===== src/rtl/sdow_pkg.sv =====
// Shared types and constants for the stereo downmix overlap windower.
// No dependencies; imported by sdow_store and the top level.
package sdow_pkg;

    localparam int CFG_W = 7;   // width of window_size / step_size
    localparam int FILL_W = 7;  // fill position and sample counter width
    localparam int POS_W = 6;   // width of the position output field

    typedef enum logic [0:0] {
        REG_WINDOW_SIZE = 1'b0,
        REG_STEP_SIZE   = 1'b1
    } cfg_index_t;

    typedef enum logic [1:0] {
        ST_IDLE,
        ST_READ,
        ST_LOAD
    } state_t;

    // Clamp a window size into 2..maxw.
    function automatic logic [CFG_W-1:0] clamp_window(input logic [CFG_W-1:0] ws,
                                                      input logic [CFG_W-1:0] maxw);
        logic [CFG_W-1:0] r;
        if (ws < CFG_W'(2))
            r = CFG_W'(2);
        else if (ws > maxw)
            r = maxw;
        else
            r = ws;
        return r;
    endfunction

    // Clamp a step into 1..w.
    function automatic logic [CFG_W-1:0] clamp_step(input logic [CFG_W-1:0] ss,
                                                    input logic [CFG_W-1:0] w);
        logic [CFG_W-1:0] r;
        if (ss == '0)
            r = CFG_W'(1);
        else if (ss > w)
            r = w;
        else
            r = ss;
        return r;
    endfunction

endpackage


===== src/rtl/sdow_store.sv =====
// Window sample store: one-port-write, one-port-read memory, registered read.
// Per-entry valid bits make never-written entries read as zero. Uses sdow_pkg.
module sdow_store
    import sdow_pkg::*;
#(
    parameter int AW = 6,
    parameter int DW = 16
)
(
    input  logic          clk,
    input  logic          rst_n,
    input  logic          clear,
    input  logic          we,
    input  logic [AW-1:0] waddr,
    input  logic [DW-1:0] wdata,
    input  logic          re,
    input  logic [AW-1:0] raddr,
    output logic [DW-1:0] rdata
);

    localparam int DEPTH = 1 << AW;

    logic [DW-1:0]    mem [DEPTH];
    logic [DEPTH-1:0] valid_reg;
    logic [DW-1:0]    rdata_reg;
    logic             rvalid_reg;

    always_ff @(posedge clk)
    begin
        if (we)
            mem[waddr] <= wdata;
        if (re)
            rdata_reg <= mem[raddr];
    end

    always_ff @(posedge clk or negedge rst_n)
    begin
        if (!rst_n)
        begin
            valid_reg  <= '0;
            rvalid_reg <= 1'b0;
        end
        else
        begin
            if (clear)
                valid_reg <= '0;
            else if (we)
                valid_reg[waddr] <= 1'b1;
            if (re)
                rvalid_reg <= valid_reg[raddr];
        end
    end

    // Unwritten entries hold the cleared value.
    assign rdata = rvalid_reg ? rdata_reg : '0;

endmodule


===== src/rtl/stereo_downmix_overlap_windower_core.sv =====
// Top level of the stereo downmix overlap windower.
// Depends on sdow_pkg and sdow_store.
//
//   channel | direction | handshake             | payload
//   --------+-----------+-----------------------+------------------------------------
//   cfg     | in        | cfg_we                | cfg_index, cfg_data
//   in      | in        | in_valid / in_ready   | kind, left_sample, right_sample
//   out     | out       | out_valid / out_ready | mono_sample, position, last
//
// An item that does not complete the window is only written to the store. The
// item that completes it starts a readout of every window sample, each as a
// memory read, then an output register load; the read waits while the
// consumer has not taken the previous result, and the read of one sample
// waits for the load of the one before it.
// Reset and every register write clear the store through per-entry valid
// bits, with no clearing pass. A stalled consumer holds the readout, and no
// item is taken until the window readout is complete.
module stereo_downmix_overlap_windower_core
    import sdow_pkg::*;
#(
    parameter int MAX_WINDOW  = 64,
    parameter int SAMPLE_BITS = 16
)
(
    input  logic                          clk,
    input  logic                          rst_n,
    // configuration write port
    input  logic                          cfg_we,
    input  logic                          cfg_index,
    input  logic [CFG_W-1:0]              cfg_data,
    // input items
    input  logic                          in_valid,
    output logic                          in_ready,
    input  logic                          kind,
    input  logic signed [SAMPLE_BITS-1:0] left_sample,
    input  logic signed [SAMPLE_BITS-1:0] right_sample,
    // result items
    output logic                          out_valid,
    input  logic                          out_ready,
    output logic signed [SAMPLE_BITS-1:0] mono_sample,
    output logic [POS_W-1:0]              position,
    output logic                          last
);

    // Physical store is a power-of-two ring so the slide is a base advance.
    localparam int AW = (MAX_WINDOW > 1) ? $clog2(MAX_WINDOW) : 1;
    localparam logic [CFG_W-1:0] MAX_W = CFG_W'(MAX_WINDOW);

    state_t state_reg, state_next;

    logic [CFG_W-1:0]  window_size_reg, window_size_next;
    logic [CFG_W-1:0]  step_size_reg, step_size_next;
    logic [FILL_W-1:0] fill_reg, fill_next;
    logic [FILL_W-1:0] idx_reg, idx_next;
    logic [AW-1:0]     base_reg, base_next;

    logic                   out_valid_reg, out_valid_next;
    logic [SAMPLE_BITS-1:0] mono_reg, mono_next;
    logic [POS_W-1:0]       pos_reg, pos_next;
    logic                   last_reg, last_next;

    logic [CFG_W-1:0]  eff_w, eff_s;
    logic [FILL_W-1:0] fill_w;
    logic              accept;
    logic              last_idx;
    logic              cfg_known;

    logic signed [SAMPLE_BITS:0] sum;
    logic [SAMPLE_BITS-1:0]      mono;

    logic                   st_we, st_re, st_clear;
    logic [AW-1:0]          st_waddr, st_raddr;
    logic [SAMPLE_BITS-1:0] st_rdata;

    assign eff_w = clamp_window(window_size_reg, MAX_W);
    assign eff_s = clamp_step(step_size_reg, eff_w);

    // Floor of the average: one extra bit, then drop the LSB.
    assign sum  = {left_sample[SAMPLE_BITS-1], left_sample}
                + {right_sample[SAMPLE_BITS-1], right_sample};
    assign mono = kind ? '0 : sum[SAMPLE_BITS:1];

    assign in_ready = (state_reg == ST_IDLE);
    assign accept   = in_valid && in_ready;
    assign fill_w   = (fill_reg >= FILL_W'(eff_w)) ? FILL_W'(eff_w) - FILL_W'(1) : fill_reg;
    assign last_idx = (idx_reg == FILL_W'(eff_w) - FILL_W'(1));

    sdow_store #(
        .AW (AW),
        .DW (SAMPLE_BITS)
    ) u_store (
        .clk   (clk),
        .rst_n (rst_n),
        .clear (st_clear),
        .we    (st_we),
        .waddr (st_waddr),
        .wdata (mono),
        .re    (st_re),
        .raddr (st_raddr),
        .rdata (st_rdata)
    );

    assign st_we    = accept;
    assign st_waddr = base_reg + fill_w[AW-1:0];
    assign st_raddr = base_reg + idx_reg[AW-1:0];

    always_ff @(posedge clk or negedge rst_n)
    begin
        if (!rst_n)
        begin
            state_reg       <= ST_IDLE;
            window_size_reg <= CFG_W'(64);
            step_size_reg   <= CFG_W'(32);
            fill_reg        <= FILL_W'(clamp_window(CFG_W'(64), MAX_W) >> 1);
            idx_reg         <= '0;
            base_reg        <= '0;
            out_valid_reg   <= 1'b0;
        end
        else
        begin
            state_reg       <= state_next;
            window_size_reg <= window_size_next;
            step_size_reg   <= step_size_next;
            fill_reg        <= fill_next;
            idx_reg         <= idx_next;
            base_reg        <= base_next;
            out_valid_reg   <= out_valid_next;
        end
    end

    // Output payload holds without reset.
    always_ff @(posedge clk)
    begin
        mono_reg <= mono_next;
        pos_reg  <= pos_next;
        last_reg <= last_next;
    end

    always_comb
    begin
        state_next       = state_reg;
        window_size_next = window_size_reg;
        step_size_next   = step_size_reg;
        fill_next        = fill_reg;
        idx_next         = idx_reg;
        base_next        = base_reg;
        out_valid_next   = out_valid_reg;
        mono_next        = mono_reg;
        pos_next         = pos_reg;
        last_next        = last_reg;
        st_re            = 1'b0;
        st_clear         = 1'b0;
        cfg_known        = 1'b0;

        // Drop the result once the consumer takes it.
        if (out_valid_reg && out_ready)
            out_valid_next = 1'b0;

        case (state_reg)
            ST_IDLE:
            begin
                if (accept)
                begin
                    fill_next = fill_w + FILL_W'(1);
                    if (fill_w + FILL_W'(1) == FILL_W'(eff_w))
                    begin
                        idx_next   = '0;
                        state_next = ST_READ;
                    end
                end
            end
            ST_READ:
            begin
                // Issue the read only when the output register is free next cycle.
                if (!out_valid_reg || out_ready)
                begin
                    st_re      = 1'b1;
                    state_next = ST_LOAD;
                end
            end
            ST_LOAD:
            begin
                out_valid_next = 1'b1;
                mono_next      = st_rdata;
                pos_next       = POS_W'(idx_reg);
                last_next      = last_idx;
                if (last_idx)
                begin
                    // Slide the window: advance the ring base, pull the fill back.
                    base_next  = base_reg + eff_s[AW-1:0];
                    fill_next  = FILL_W'(eff_w) - FILL_W'(eff_s);
                    state_next = ST_IDLE;
                end
                else
                begin
                    idx_next   = idx_reg + FILL_W'(1);
                    state_next = ST_READ;
                end
            end
            default:
            begin
                state_next = ST_IDLE;
            end
        endcase

        // Register write re-initializes the window, as at reset.
        if (cfg_we)
        begin
            case (cfg_index)
                REG_WINDOW_SIZE:
                begin
                    window_size_next = cfg_data;
                    cfg_known        = 1'b1;
                end
                REG_STEP_SIZE:
                begin
                    step_size_next = cfg_data;
                    cfg_known      = 1'b1;
                end
                default:
                begin
                    cfg_known = 1'b0;
                end
            endcase
            if (cfg_known)
            begin
                st_clear  = 1'b1;
                base_next = '0;
                fill_next = FILL_W'(clamp_window(window_size_next, MAX_W) >> 1);
            end
        end
    end

    assign out_valid   = out_valid_reg;
    assign mono_sample = mono_reg;
    assign position    = pos_reg;
    assign last        = last_reg;

    // The fill position never reaches the window while waiting for items.
    a_fill_in_range: assert property (@(posedge clk) disable iff (!rst_n)
        (state_reg == ST_IDLE) |-> (fill_reg < FILL_W'(eff_w)))
        else $error("fill position out of window while idle");

    // Readout index stays inside the window.
    a_idx_in_range: assert property (@(posedge clk) disable iff (!rst_n)
        (state_reg == ST_READ || state_reg == ST_LOAD) |-> (idx_reg < FILL_W'(eff_w)))
        else $error("readout index out of window");

    // A load never overwrites a result that has not been taken.
    a_load_free: assert property (@(posedge clk) disable iff (!rst_n)
        (state_reg == ST_LOAD) |-> !out_valid_reg)
        else $error("output register overwritten");

    // Loading the final sample returns to taking items, marked last.
    a_last_done: assert property (@(posedge clk) disable iff (!rst_n)
        (state_reg == ST_LOAD && last_idx) |=> (state_reg == ST_IDLE && last_reg && out_valid_reg))
        else $error("window readout did not close");

endmodule

===== config.mk =====
export PLATFORM = sky130hd
export DESIGN_NAME = stereo_downmix_overlap_windower_core
export DESIGN_NICKNAME = d
export VERILOG_FILES = /design/src/rtl/sdow_pkg.sv /design/src/rtl/sdow_store.sv /design/src/rtl/stereo_downmix_overlap_windower_core.sv
export SDC_FILE = /design/constraint.sdc
export NUM_CORES = 1
export LEC_CHECK = 0
export BUFFER_PORTS_ARGS = -buffer_cell sky130_fd_sc_hd__buf_2
export CAP_MARGIN = 20
export CORE_AREA = 4 4 403 405
export CTS_CLUSTER_DIAMETER = 50
export DETAILED_ROUTE_END_ITERATION = 10
export DIE_AREA = 0 0 407 409
export GPL_ROUTABILITY_DRIVEN = 0
export GPL_TIMING_DRIVEN = 0
export PLACE_DENSITY = 0.51
export SYNTH_ARGS = -nofsm -noshare
export SYNTH_HDL_FRONTEND = slang
export SYNTH_HIERARCHICAL = 1
export SYNTH_SLANG_ARGS = --single-unit

===== constraint.sdc =====
create_clock -name clk -period 12.3 [get_ports clk]
set_clock_uncertainty 0.1 [all_clocks]
set_input_delay 0.615 -clock clk [delete_from_list [all_inputs] [get_ports clk]]
set_output_delay 0.615 -clock clk [all_outputs]
set_load 0.01 [all_outputs]

# Word-level counts from Yosys, hierarchy flattened
# Memory sizes are Yosys's and may differ from the RTL's. A register that Yosys moved wholly into a read port is not among the register bits.
# Cells that the tools add are included.
# W data, S select, Z words.
[totals]
register_bits = 125
latchBits = 0
mem_bits_rw = 1024
romBits = 0
inputBits = 46
out_inout_bits = 25
wordCells = 95
n_memories = 1
[op_classes]
add_sub_neg = 8
multipliers = 0
div = 0
order_cmp = 9
eq_ne = 8
shift = 0
n_mux = 43
bitwise_logic = 1
n_reduce_logical = 13
[mem_list]
columns = ["name", "depth", "width", "rd", "rd_ports_with_merged_regs", "write_ports", "line", "text"]
rows = [
  ["u_store.mem", 64, 16, 1, 1, 1, "sdow_store.sv:23", "logic [DW-1:0] mem [DEPTH];"],
]
[op_table]
columns = ["op", "n"]
rows = [
  ["$mux W64", 2],
  ["$mux W7", 16],
  ["$or A64 B64 Y64", 1],
  ["$pmux W7 S2", 2],
  ["$mux W6", 4],
  ["$add A6 B6 Y6", 3],
  ["$add A16 B16 Y17", 1],
  ["$mux W16", 1],
  ["$add A7 B1 Y7 const B", 2],
  ["$eq A7 B7 Y1", 2],
  ["$gt A7 B7 Y1 const B", 2],
  ["$lt A6 B7 Y1 const B", 2],
  ["$lt A7 B2 Y1 const B", 2],
  ["$mux W1", 12],
  ["$ge A7 B7 Y1", 1],
  ["$gt A7 B7 Y1", 1],
  ["$logic_not A7 Y1", 1],
  ["$sub A7 B1 Y7 const B", 1],
  ["$sub A7 B7 Y7", 1],
  ["$bmux W1 S6", 1],
  ["$demux W1 S6", 1],
  ["$ge A6 B1 Y1 const B", 1],
  ["$mux W2", 3],
  ["$pmux W2 S3", 1],
  ["other kinds (12)", 18],
]

# Logic depth before layout (Yosys ltp)
[logic_depth]
word_depth = 13
depth_mapped = 26
depth_no_buf = 22

# Cells and area by module
# The synthesis kept the hierarchy.
[by_module_without_submodules]
columns = ["mod", "instances", "cells_per_inst", "area_each_um2", "seq_area_each_um2"]
rows = [
  ["sdow_store", 1, 1996, 42260.5, 32856.5],
  ["stereo_downmix_overlap_windower_core", 1, 555, 5178.7, 1620.3],
]

# Least setup slack after synthesis
# Ideal clock, no wire load.
[synth_timing]
path_type = "register to register"
start = "reg window_size_reg[3]"
end = "mem u_store.mem[48][0] (enable)"
setup_ps = 434
arrival_ps = 5912
required_time_ps = 11766
setup_slack_ps = 5854
stages_incl_launch_ff = 25
n_path_buf = 4
synth_period_minus_slack_ps = 6446
path_cell_list = "dfrtp_1 -> buf_6 -> nor4_4 -> nor2_1 -> nor2_1 -> inv_1 -> ha_1 -> nand2_1 -> o21ai_0 -> a21o_1 -> clkbuf_8 -> clkbuf_1 -> nor2_1 -> a21oi_1 -> ha_1 -> a21o_1 -> a21oi_1 -> o21bai_1 -> a21oi_1 -> xnor2_1 -> xnor2_1 -> clkbuf_1 -> nand3_1 -> or2_2 -> nor4_1"
[synth_via]
elab_chain_len = 6
word_cells_on_any_way = 8
classes_between = "2 x add/sub; 3 x order compare; 3 x mux"
[synth_rtl]
columns = ["element", "line", "text"]
rows = [
  ["start: declaration", "stereo_downmix_overlap_windower_core.sv:51", "logic [CFG_W-1:0] window_size_reg, window_size_next;"],
  ["start signal: assignment", "stereo_downmix_overlap_windower_core.sv:122", "window_size_reg <= window_size_next;"],
  ["$gt A7 B7 Y1", "sdow_pkg.sv:26", "else if (ws > maxw)"],
  ["$mux W7", "sdow_pkg.sv:26", ""],
  ["$mux W7 *", "sdow_pkg.sv:24", "if (ws < CFG_W'(2))"],
  ["$sub A7 B1 Y7 or $ge A7 B7 Y1 (tied branches)", "stereo_downmix_overlap_windower_core.sv:85", "assign fill_w = (fill_reg >= FILL_W'(eff_w)) ? FILL_W'(eff_w) - FILL_W'(1) : fill_reg;"],
  ["$mux W7 *", "stereo_downmix_overlap_windower_core.sv:85", ""],
  ["$add A6 B6 Y6 *", "stereo_downmix_overlap_windower_core.sv:104", "assign st_waddr = base_reg + fill_w[AW-1:0];"],
  ["net st_waddr[5]", "stereo_downmix_overlap_windower_core.sv:72", "logic [AW-1:0] st_waddr, st_raddr;"],
  ["end: declaration", "sdow_store.sv:23", ""],
]
# The timed path passes the listed nets; every way through them passes the cells marked *.

# Final worst setup path
[layout_timing]
start = "reg window_size_reg[5]"
end = "mem u_store.mem[52][3] (enable)"
# The elaborated chain is that of the path after synthesis.

==> impl_metrics.toml <==
[clocking]
cts_tree = "done"
cts_root_buffer = "clkbuf_16"
h-tree-depth = 4
worstSkewPairLatency_ns = 0.76
cts_sinks = 1165
cts_max_path_buffers = 3
clkTransAtPathRegs_ns = 0.06
ctsResizeCount = 0
cts_buffers = 135

[logic_synthesis]
ys_seq_area_frac = 0.727
ys_ff_latch = 1165
syn_area_per_cell_um2 = 18.6
synthTopCellsByCount = "edfxtp_1, mux4_2, nor2_1"
netlist_top_cells_area = "edfxtp_1, mux4_2, dfrtp_1"
synth_area_um2 = 47400
synth.largest_area_cell = "edfxtp_1"
synth_edf_count = 1063
yosysMostFrequentCell = "edfxtp_1"
yosysWarnings = 6
async_reset_ff_frac = 0.0876
synthDominantCellAreaShare = 0.673
ys.flop_type = "edfxtp_1"
syn-num-nets = 2655
synthCells = 2551
synth_cell_types = 76

[placed_design]
place_area_um2 = 52300
dp_hpwl_mm = 94.4
portBuffers = 68
dp_cells = 4789

[cells_and_area]
finalNetCount = 2964
postLayoutCoreUtil = 0.358
drive_above_1_share = 0.271
layoutNonFillerInstCount = 5043
area_growth_pct = 19.4
largest_reg_flops = 1024
fin_area_um2 = 56700

[floorplan]
core_region_area_um2 = 158000
fp.dieH_um = 409
initial_core_util = 0.300
ios = 71
die-width_um = 407
rows = 146
die_area_um2 = 166000

[drt]
ant_nets = 0
drt-total-wl_mm = 134
wl_per_cell_um = 26.6
drt_pass1_iterations = 9
vias = 25669
drtIter0Drc = 2768
via_per_inst = 5.09
drc = 0

[timing]
fin_crit_sh = 0.579
maxSlewViolCount = 0
max_freq_mhz = 140
hold_viol = 0
tns_ns = 0
worstMarginPinSlew_ns = 1.14
fin_crit_ns = 7.12
rsz0062_at_grt = "no"
finalSetupViolations = 0
max-slew-margin-rel = 0.243

[power_and_ir_drop]
p_per_area_nw_per_um2 = 226
leakage_nw = 18.7
ir_drop_uv = 158
total_power_mw = 12.8

[status]
outcome = "completed"

[critical_path]
crit_path_end = "u_store/mem[52][3]"
cpPeakStageDelay_ns = 0.61
r2r-end = "u_store/mem[52][3]"
regToRegStartpoint = "window_size_reg[5]"
cp_max_fo = 10
r2r_cells = 25
critPathLaunch = "window_size_reg[5]"
reg2reg_setup_slack_ns = 5.18
worstSetupStartpointType = "register"
cp.depth = 25
cp.arrival_ns = 7.47
cp_top_family = "simple AND/OR/NAND/NOR gates"
required_ns = 12.65
crit_path_top_delay_cell = "nor3_2"
cp_num_buf_inv = 6
path_class = "register to register"
crit_path_end_kind = "register"

[global_routing]
track_usage = 0.160
grt_pass1_wl_mm = 191
grt_max_degree = 82
grt_overflow_total = 0
antenna_found_initial = 6
grt_pass1_vias = 25697

[worst_hold_path]
hold_start = "cfg_data[4]"
hp-class = "input pin to register"

[flow_run]
timing.max_cap.violations = 0
## worst reg2reg max path, stage by stage, from the launching register on
cell      delay (ns)
dfrtp_1         0.49
nor4_4          0.35
nor2_1          0.10
nor2_1          0.34
inv_1           0.23
ha_1            0.33
nand2_1         0.04
o21ai_0         0.29
a21o_1          0.20
clkbuf_8        0.18
clkbuf_1        0.35
nor2_1          0.11
a21oi_1         0.24
ha_1            0.28
a21o_1          0.15
a21oi_1         0.22
o21bai_1        0.09
a21oi_1         0.18
xnor2_1         0.09
xnor2_1         0.35
clkbuf_1        0.52
nand3_1         0.17
or2_2           0.38
nor3_2          0.61
buf_6           0.25
buf_6           0.18
## cell type report
cell class	instances	area [um2]
Buffer	134	681
Tap cell	2072	2590
Fill cell	14710	102000
Antenna cell	3	7.51
Sequential cell	1165	34500
Clock inverter	82	718
Clock buffer	163	3570
Inverter	34	128
Multi-Input combinational cell	1218	12400
Timing Repair Buffer	172	2040
## cells by family (layout without fill, tap and decap cells)
group	after synthesis	in the layout	synth area share
DFF	1165	1165	0.727
xor gates and xnor gates	56	56	0.0103
AOI/OAI and AO/OA	302	302	0.0437
buffers and inverters	168	585	0.0170
muxes	306	306	0.135
adders and majority gates	58	58	0.0161
and+or+nand+nor	496	496	0.0514
other	0	3	0
## power breakdown
part	total (mW)	internal [mW]	leakage, nW	switching [mW]
Combinational	4.08	1.51	5.58	2.57
Clock	3.87	2.21	2.09	1.66
Sequential	4.84	4.73	11.1	0.109
Total	12.8	8.45	18.7	4.34
## through the flow
step	hold WS, ns	worst slack, ns
finish	0.0989	5.18
global route	0.0665	4.80
CTS	0.0316	5.27
detailed placement	0.382	5.28
global placement	0.375	1.65
floorplan	0.219	5.85
## layout by cell type, fill, tap and decap left out, types with 51 or more instances in the layout
cell and n:
dfrtp_1 99, a21oi_1 73, ha_1 53, nor2_1 171, a22oi_1 133, clkbuf_16 139
nor2_2 59, edfxtp_1 1063, clkbuf_1 92, mux4_2 264, nand3_1 66, buf_2 92
buf_8 51
## timing repair
| action | CTS | global route |
|---|---|---|
| hold endpoints to repair | 106 | 0 |
| hold buffers | 6 | 0 |
| setup buffers | 0 | 0 |
## layer usage
layer	global-route usage	up-vias	wire, um
met4	0.0531	4	4050
met1	0.226	13543	58500
met3	0.0399	181	10800
met2	0.242	991	60900
met5	0	-	32
li1	-	10950	-
## how the worst min path moves through the flow
stage	end	slack [ns]	depth (start not counted)
after global routing	step_size_reg[4]	0.07	2
final	window_size_reg[4]	0.1	2
after CTS	step_size_reg[4]	0.03	2
after floorplan	base_reg[0]	0.22	0
after detailed placement	u_store/valid_reg[26]	0.38	2
after global placement	u_store/valid_reg[26]	0.38	2
Note: power is estimated with default switching activity, not from simulation.
